File: config.mk
export PLATFORM = sky130hd
export DESIGN_NAME = hms_clock_12_24_hour
export DESIGN_NICKNAME = d
export VERILOG_FILES = /design/src/rtl/core/hms_pkg.sv /design/src/rtl/core/hms_clock_12_24_hour.sv /design/src/rtl/core/hms_step.sv
export SDC_FILE = /design/constraint.sdc
export NUM_CORES = 1
export LEC_CHECK = 0
export BUFFER_PORTS_ARGS = -buffer_cell sky130_fd_sc_hd__buf_2
export CAP_MARGIN = 10
export CORE_ASPECT_RATIO = 1.2
export CORE_MARGIN = 2
export CORE_UTILIZATION = 55
export DETAILED_ROUTE_END_ITERATION = 7
export HOLD_SLACK_MARGIN = 0.02
export PLACE_DENSITY = 0.75
export SLEW_MARGIN = 20
export SYNTH_ARGS = -nofsm -noshare
export SYNTH_HDL_FRONTEND = slang
export SYNTH_SLANG_ARGS = --single-unit
File: constraint.sdc
create_clock -name clk -period 5.7 [get_ports clk]
set_input_delay 1.14 -clock clk [delete_from_list [all_inputs] [get_ports clk]]
set_output_delay 1.14 -clock clk [all_outputs]
set_load 0.01 [all_outputs]
File: src/rtl/core/hms_pkg.sv
// Shared types and request codes for the 12/24-hour time-of-day clock.
// No dependencies; imported by the step logic, the top level and the checker.

package hms_pkg;

	// request codes carried in req_type; the fourth code leaves the time unchanged
	localparam logic [1:0] REQ_TICK   = 2'd0;
	localparam logic [1:0] REQ_SET    = 2'd1;
	localparam logic [1:0] REQ_SELECT = 2'd2;

	typedef struct packed {
		logic [1:0] req_type;
		logic       new_mode_24h;
		logic [3:0] hour_tens;
		logic [3:0] hour_units;
		logic [3:0] minute_tens;
		logic [3:0] minute_units;
		logic [3:0] second_tens;
		logic [3:0] second_units;
		logic       set_am;
	} req_t;

	typedef struct packed {
		logic [1:0] hours_tens_out;
		logic [3:0] hours_units_out;
		logic [2:0] minutes_tens_out;
		logic [3:0] minutes_units_out;
		logic [2:0] seconds_tens_out;
		logic [3:0] seconds_units_out;
		logic       am_out;
		logic       mode_24h_out;
	} rsp_t;

	typedef struct packed {
		logic [5:0] seconds;
		logic [5:0] minutes;
		logic [4:0] hours;
		logic       mode_24h;
		logic       am;
	} time_state_t;

endpackage

File: src/rtl/core/hms_clock_12_24_hour.sv
// Top level of the 12/24-hour time-of-day clock: input register, time state, result register.
// Depends on hms_pkg and hms_step.
// An accepted transaction passes through the input register and then the result register.
// Throughput: 1 transaction per cycle unless the result is stalled; the time state updates as
// each transaction leaves the input register, in the same cycle its result is loaded.
// Reset (arst_n low): 12:00:00 PM, twelve-hour mode, both registers empty.

module hms_clock_12_24_hour import hms_pkg::*; (
	input  logic clk,
	input  logic arst_n,
	input  logic req_valid,
	output logic req_stall,
	input  req_t req,
	output logic rsp_valid,
	input  logic rsp_stall,
	output rsp_t rsp
);

	localparam logic [4:0] HOURS_RESET = 5'd12;

	logic        valid_s1;
	req_t        req_s1;
	time_state_t state_q;
	time_state_t state_next;
	rsp_t        rsp_next;
	rsp_t        rsp_q;
	logic        rsp_valid_q;
	logic        advance;
	logic        take_s1;

	// result slot frees when empty or being taken
	assign advance   = !rsp_valid_q || !rsp_stall;
	assign take_s1   = valid_s1 && advance;
	assign req_stall = valid_s1 && !advance;

	hms_step u_step (
		.cur (state_q),
		.req (req_s1),
		.nxt (state_next),
		.rsp (rsp_next)
	);

	always_ff @(posedge clk or negedge arst_n) begin
		if (!arst_n) begin
			valid_s1 <= 1'b0;
		end else if (!req_stall) begin
			valid_s1 <= req_valid;
		end
	end

	always_ff @(posedge clk) begin
		if (req_valid && !req_stall) begin
			req_s1 <= req;
		end
	end

	always_ff @(posedge clk or negedge arst_n) begin
		if (!arst_n) begin
			state_q.seconds  <= 6'd0;
			state_q.minutes  <= 6'd0;
			state_q.hours    <= HOURS_RESET;
			state_q.mode_24h <= 1'b0;
			state_q.am       <= 1'b0;
			rsp_valid_q      <= 1'b0;
		end else begin
			if (take_s1) begin
				state_q <= state_next;
			end
			if (advance) begin
				rsp_valid_q <= valid_s1;
			end
		end
	end

	always_ff @(posedge clk) begin
		if (take_s1) begin
			rsp_q <= rsp_next;
		end
	end

	assign rsp_valid = rsp_valid_q;
	assign rsp       = rsp_q;

endmodule

File: src/rtl/core/hms_step.sv
// Next-state and BCD result logic for one clock transaction.
// Depends on hms_pkg for the request, result and time-state types.

module hms_step import hms_pkg::*; (
	input  time_state_t cur,
	input  req_t        req,
	output time_state_t nxt,
	output rsp_t        rsp
);

	localparam logic [5:0] MIN_SEC_WRAP = 6'd60;
	localparam logic [4:0] HOUR_NOON    = 5'd12;
	localparam logic [4:0] HOUR_WRAP_12 = 5'd13;
	localparam logic [4:0] HOUR_WRAP_24 = 5'd24;
	localparam logic [7:0] SET_MAX_12   = 8'd12;
	localparam logic [7:0] SET_MAX_24   = 8'd23;
	localparam logic [7:0] SET_MAX_MS   = 8'd59;

	// tens*10 + units, digits up to 15 each
	function automatic logic [7:0] pair_value(input logic [3:0] tens, input logic [3:0] units);
		logic [7:0] t;
		t = {4'd0, tens};
		return (t << 3) + (t << 1) + {4'd0, units};
	endfunction

	// split 0..59 into {tens, units}
	function automatic logic [6:0] split_bcd(input logic [5:0] v);
		logic [2:0] tens;
		logic [5:0] t6;
		logic [5:0] rem;
		if (v >= 6'd50)      tens = 3'd5;
		else if (v >= 6'd40) tens = 3'd4;
		else if (v >= 6'd30) tens = 3'd3;
		else if (v >= 6'd20) tens = 3'd2;
		else if (v >= 6'd10) tens = 3'd1;
		else                 tens = 3'd0;
		t6  = {3'd0, tens};
		rem = v - ((t6 << 3) + (t6 << 1));
		return {tens, rem[3:0]};
	endfunction

	logic [5:0] tk_sec, tk_min;
	logic [4:0] tk_hr;
	logic       tk_am;
	logic [7:0] set_h, set_m, set_s;
	logic [6:0] hr_bcd, min_bcd, sec_bcd;

	always_comb begin
		// tick path: carry seconds into minutes into hours
		tk_sec = cur.seconds + 6'd1;
		tk_min = cur.minutes;
		tk_hr  = cur.hours;
		if (tk_sec >= MIN_SEC_WRAP) begin
			tk_sec = 6'd0;
			tk_min = cur.minutes + 6'd1;
		end
		if (tk_min >= MIN_SEC_WRAP) begin
			tk_min = 6'd0;
			tk_hr  = cur.hours + 5'd1;
		end
		tk_am = cur.am;
		if (!cur.mode_24h) begin
			if (tk_hr >= HOUR_WRAP_12)
				tk_hr = 5'd1;
			if (tk_hr == HOUR_NOON && tk_min == 6'd0 && tk_sec == 6'd0)
				tk_am = ~cur.am;
		end else begin
			if (tk_hr >= HOUR_WRAP_24)
				tk_hr = 5'd0;
			tk_am = (tk_hr < HOUR_NOON);
		end

		set_h = pair_value(req.hour_tens, req.hour_units);
		set_m = pair_value(req.minute_tens, req.minute_units);
		set_s = pair_value(req.second_tens, req.second_units);

		nxt = cur;
		case (req.req_type)
			REQ_TICK: begin
				nxt.seconds = tk_sec;
				nxt.minutes = tk_min;
				nxt.hours   = tk_hr;
				nxt.am      = tk_am;
			end
			REQ_SET: begin
				nxt.mode_24h = req.new_mode_24h;
				if (!req.new_mode_24h) begin
					if (set_h > SET_MAX_12 || set_h == 8'd0)
						set_h = SET_MAX_12;
					nxt.am = req.set_am;
				end else begin
					if (set_h > SET_MAX_24)
						set_h = 8'd0;
					nxt.am = (set_h < SET_MAX_12);
				end
				nxt.hours   = set_h[4:0];
				nxt.minutes = (set_m > SET_MAX_MS) ? 6'd0 : set_m[5:0];
				nxt.seconds = (set_s > SET_MAX_MS) ? 6'd0 : set_s[5:0];
			end
			REQ_SELECT: begin
				// convert only on an actual mode change
				if (req.new_mode_24h != cur.mode_24h) begin
					if (!req.new_mode_24h) begin
						if (cur.hours > HOUR_NOON)
							nxt.hours = cur.hours - HOUR_NOON;
						else if (cur.hours == 5'd0)
							nxt.hours = HOUR_NOON;
					end else begin
						if (cur.am) begin
							if (cur.hours == HOUR_NOON)
								nxt.hours = 5'd0;
						end else if (cur.hours != HOUR_NOON) begin
							nxt.hours = cur.hours + HOUR_NOON;
						end
					end
					nxt.mode_24h = req.new_mode_24h;
				end
			end
			default: begin
				nxt = cur;
			end
		endcase

		hr_bcd  = split_bcd({1'b0, nxt.hours});
		min_bcd = split_bcd(nxt.minutes);
		sec_bcd = split_bcd(nxt.seconds);

		rsp.hours_tens_out    = hr_bcd[5:4];
		rsp.hours_units_out   = hr_bcd[3:0];
		rsp.minutes_tens_out  = min_bcd[6:4];
		rsp.minutes_units_out = min_bcd[3:0];
		rsp.seconds_tens_out  = sec_bcd[6:4];
		rsp.seconds_units_out = sec_bcd[3:0];
		rsp.am_out            = nxt.am;
		rsp.mode_24h_out      = nxt.mode_24h;
	end

	logic unused_hr_msb;
	assign unused_hr_msb = hr_bcd[6];

endmodule

=== After elaboration in Yosys (flattened, before gate mapping) ===
Index checks and enable logic that the tools add are counted.
W data, S select, Z words.

* Bits of input ports: 32
* Output and inout port bits: 24
* Register bits: 71

* Mux-type cells: 45
* Reduce and logical (&&, ||, !) cells: 16
* Eq/ne operators: 6
* Order comparisons: 26
* Bitwise gates (word level): 1
* Add/subtract/negate cells: 17

{| class="wikitable"
|+ Operators with widths
! cell !! count
|-
| $mux W5 || 14
|-
| $ge A6 B6 Y1 const B || 6
|-
| $mux W3 || 12
|-
| $mux W6 || 6
|-
| $add A7 B5 Y8 || 3
|-
| $add A8 B4 Y8 || 3
|-
| $ge A6 B5 Y1 const B || 4
|-
| $mux W8 || 3
|-
| $pmux W12 S2 || 1
|-
| $gt A8 B6 Y1 const B || 2
|-
| $ge A5 B5 Y1 const B || 3
|-
| $pmux W5 S3 || 1
|-
| $add A4 B4 Y4 || 3
|-
| $add A6 B1 Y6 const B || 2
|-
| $ge A5 B6 Y1 const B || 2
|-
| $ge A6 B4 Y1 const B || 2
|-
| $logic_not A6 Y1 || 2
|-
| $sub A4 B4 Y4 || 3
|-
| $eq A5 B4 Y1 const B || 2
|-
| $ge A5 B4 Y1 const B || 2
|-
| $gt A8 B4 Y1 const B || 1
|-
| $gt A8 B5 Y1 const B || 1
|-
| $logic_not A8 Y1 || 1
|-
| $lt A8 B4 Y1 const B || 1
|-
| other kinds (17) || 31
|}

=== Logic depth before layout (Yosys ltp) ===
* Word-level depth: 18
* Gate-level depth with buffers: 17
* Mapped depth without buffers: 17

=== Modules after synthesis ===
Synthesis repeated with hierarchy kept, for this count alone.

* Cell total of the unflattened synthesis: 541
* Area total of the unflattened synthesis: 5485.3 um^2

{| class="wikitable"
|+ Modules (own cells, without submodules)
! module !! sequential area each (um^2) !! cells an instance !! area an instance (um^2) !! times used
|-
| hms_step || 0.0 || 443 || 3178.0 || 1
|-
| hms_clock_12_24_hour || 2029.4 || 98 || 2307.2 || 1
|}

=== Least setup slack after synthesis ===
No wires, ideal clock.

* Kind: flip-flop to flip-flop
* Start: register req_s1[4] (netlist name)
* End: register rsp_q, in the netlist rsp[5] (data pin)
* Cell stages (with the launch flop): 17
* Path buffers: 0
* Arrival: 3913 ps
* Slack: 1519 ps
* Library setup time: 268 ps
* Required time: 5432 ps
* Path through: edfxtp_1 -> inv_1 -> fa_1 -> inv_1 -> fa_1 -> and2_1 -> a2111oi_0 -> mux2_2 -> a211o_4 -> a221oi_2 -> a21oi_1 -> nand2_1 -> o21ai_0 -> ha_1 -> nand2_1 -> nor3_2 -> xnor3_1

{| class="wikitable"
|+ RTL lines
! item !! RTL line !! source
|-
| start: declaration || hms_clock_12_24_hour.sv:22 || <nowiki>req_t req_s1;</nowiki>
|-
| start signal: assignment || hms_clock_12_24_hour.sv:53 || <nowiki>req_s1 <= req;</nowiki>
|-
| end signal: assignment || hms_clock_12_24_hour.sv:77 || <nowiki>rsp_q <= rsp_next;</nowiki>
|-
| end: declaration || hms_clock_12_24_hour.sv:26 || <nowiki>rsp_t rsp_q;</nowiki>
|}

==> metrics.csv <==
metric,value,unit
outcome,finished clean,
wl,12760,µm
ys_seq_area_share,35.75,%
synth_top_flop_cell,edfxtp_1,
rows,40,
endpoint_kind,register,
htreeDepth,3,
synth-seq-cells,71,
fp.dieW,96.74,µm
fin_setup_tns,0,ns
internal_power,1.456,mW
drt_first_pass_iters,5,
synth-edff-count,50,
drt_iter0_drc,251,
crit_buf_inv,2,
path_class,register to register,
grt_pass1_vias,4512,
nNetsFinal,697,
slew_headroom,30.22,%
arrival,4.60,ns
async_reset_ff_share,29.58,%
area_growth,9.522,%
coreArea,0.01001,mm²
cts-root-buf,clkbuf_16,
fin_crit,4.513,ns
clock_path_buffers,2,
synth.area.top_cells,"edfxtp_1 26%, ha_1 9.0%, dfrtp_1 8.4%",
slew_violations,0,
netlist_area,0.005677,mm²
ir_drop,0.1781,mV
syn_inst,574,
slowest_delay,0.60,ns
clkPwrFrac,23.6,%
grt_first_pass_wirelength,21020,µm
port_buffers,55,
cp-start-kind,register,
fillers,868,
synth_top_area_share,26.45,%
swShare,37.94,%
route.detailed.drc,0,
pwr-share-comb,40.9,%
finalHoldViolCount,0,
numCtsBuffers,9,
gp_congestion,0.9356,
final_common_cell,nand2_1,
p_seq_share,35.6,%
leakagePower,2.667,nW
path_clk_slew,0.06,ns
clock_latency,0.34,ns
detail-route-antenna-nets,0,
start_util,56.71,%
ioPinCount,56,
synth_cell_types,101,
grt_start_max_net_pins,33,
worst_pin_slew,1.044,ns
vias,4585,
setup_viol,0,
dp_hpwl,9329,µm
vias_per_cell,6.121,
die_area,0.01115,mm²
die_h,115.3,µm
rsz0062_at_grt,no,
cts_setup_buffers,0,
synth_top_area_cell,edfxtp_1,
grt_usage,23.57,%
cts.sinks,71,
switching_power,0.8903,mW
max_freq,221.6,MHz
worstPathCellList,inv_1 -> fa_1 -> inv_1 -> fa_1 -> and2_1 -> a2111oi_0 -> mux2_2 -> a211o_4 -> a221oi_2 -> a21oi_1 -> nand2_1 -> o21ai_0 -> ha_1 -> nand2_1 -> nor3_2 -> xnor3_1,
skew,0.007503,ns
ctsHoldBuffers,0,
syn_avg_cell_area,9.890,µm²
fin_crit_sh,79.18,%
cp_slowest_cell,fa_1,
crit_path_max_fanout,10,
cts_tree,built,
hold_path.class,register to register,
maxCapViolCount,0,
cts_resized,0,
power.density,377.4,mW/mm²
final_cell_mix,"57 x nand2_1, 55 x buf_2, 50 x edfxtp_1",
ys.warnings.count,0,
crit_family,adder cells,
required,5.78,ns
layout-drive-gt1-share,18.94,%
overflow,0,
hold_ws,0.4989,ns
antenna_found_initial,0,
syn_nets,653,
antenna_cells,0,
avgRoutedWirePerCell,17.04,µm
## power groups by stage
stage | clock [mW] | combinational, mW | sequential [mW]
2_1_floorplan | 0 | 0.814 | 0.780
6_report | 0.553 | 0.959 | 0.834
4_1_cts | 0.562 | 0.954 | 0.832
3_5_place_dp | 0 | 0.951 | 0.839
5_1_grt | 0.587 | 1.06 | 0.852
3_3_place_gp | 0 | 0.916 | 0.835
## sequential cells by signal, indices dropped and copies added, names as in the netlist
signal / cells
req_s1: 28
rsp: 22
state_q: 19
rsp_valid: 1
valid_s1: 1
## kinds of logic (layout without fill, tap and decap cells)
kind of cell / after synthesis / in the layout / share of synthesized area [%]
muxes: 16 / 16 / 3.174
DFF: 71 / 71 / 35.75
AOI/OAI and AO/OA: 173 / 173 / 23.56
adders and majority gates: 48 / 48 / 11.33
buffers and inverters: 68 / 117 / 6.524
xor gates and xnor gates: 15 / 15 / 2.821
and+or+nand+nor: 183 / 183 / 16.84
## synth_stat cells (all sizes together), types with 5 or more instances
cell,n
a211oi,11
a21o,9
a21oi,33
a22oi,5
a31oi,9
and2,9
and3,8
buf,5
clkbuf,19
dfrtp,19
edfxtp,50
fa,6
ha,41
inv,41
mux2,6
mux2i,10
nand2,57
nand2b,10
nand3,22
nand4,7
nor2,23
nor2b,8
nor3,14
o211ai,9
o21a,6
o21ai,40
xnor2,8
xor2,6
## through the flow
step / setup slack, ns / instances / total power, mW / utilization [%] / cell area, µm²
after floorplan: 1.519 / 574 / 1.594 / - / 5677
after global placement: 1.339 / 733 / 1.751 / 59.21 / 5927
after detailed placement: 1.198 / 733 / 1.790 / 59.21 / 5927
after CTS: 1.186 / 749 / 2.348 / 62.11 / 6217
after global routing: 0.8718 / 749 / 2.500 / 62.11 / 6217
final: 1.187 / 749 / 2.346 / 62.11 / 6217
## final cells by class
cell class | count | area [µm²] | share of cell area, %
clock buffer | 10 | 229.0 | 3.683
clock inverter | 6 | 61.31 | 0.9861
inverter | 42 | 157.7 | 2.536
multi-input combinational | 435 | 3277 | 52.71
sequential | 71 | 2029 | 32.64
tap | 126 | 157.7 | 2.536
timing repair buffer | 59 | 305.3 | 4.910
## routing by layer
layer,track usage (%),vias up,part of all wire [%]
li1,-,2247,-
met2,41.06,137,50
met1,27.44,2164,41
met4,12.39,0,3.9
met5,0,-,0
met3,5.167,37,5.1
## path summary, 6_finish.rpt
kind | to | cells after the start | startpoint | slack, ns
max | rsp[5] | 16 | req_s1[5] | 1.19
min | rsp_valid | 1 | valid_s1 | 0.50
max reg2reg | rsp[5] | 16 | req_s1[5] | 1.19
min reg2reg | rsp_valid | 1 | valid_s1 | 0.50
max in group asynchronous | state_q[1] | 1 | arst_n | 4.51
min in group asynchronous | state_q[9] | 1 | arst_n | 0.80
Power figures use the tool's default switching activity.
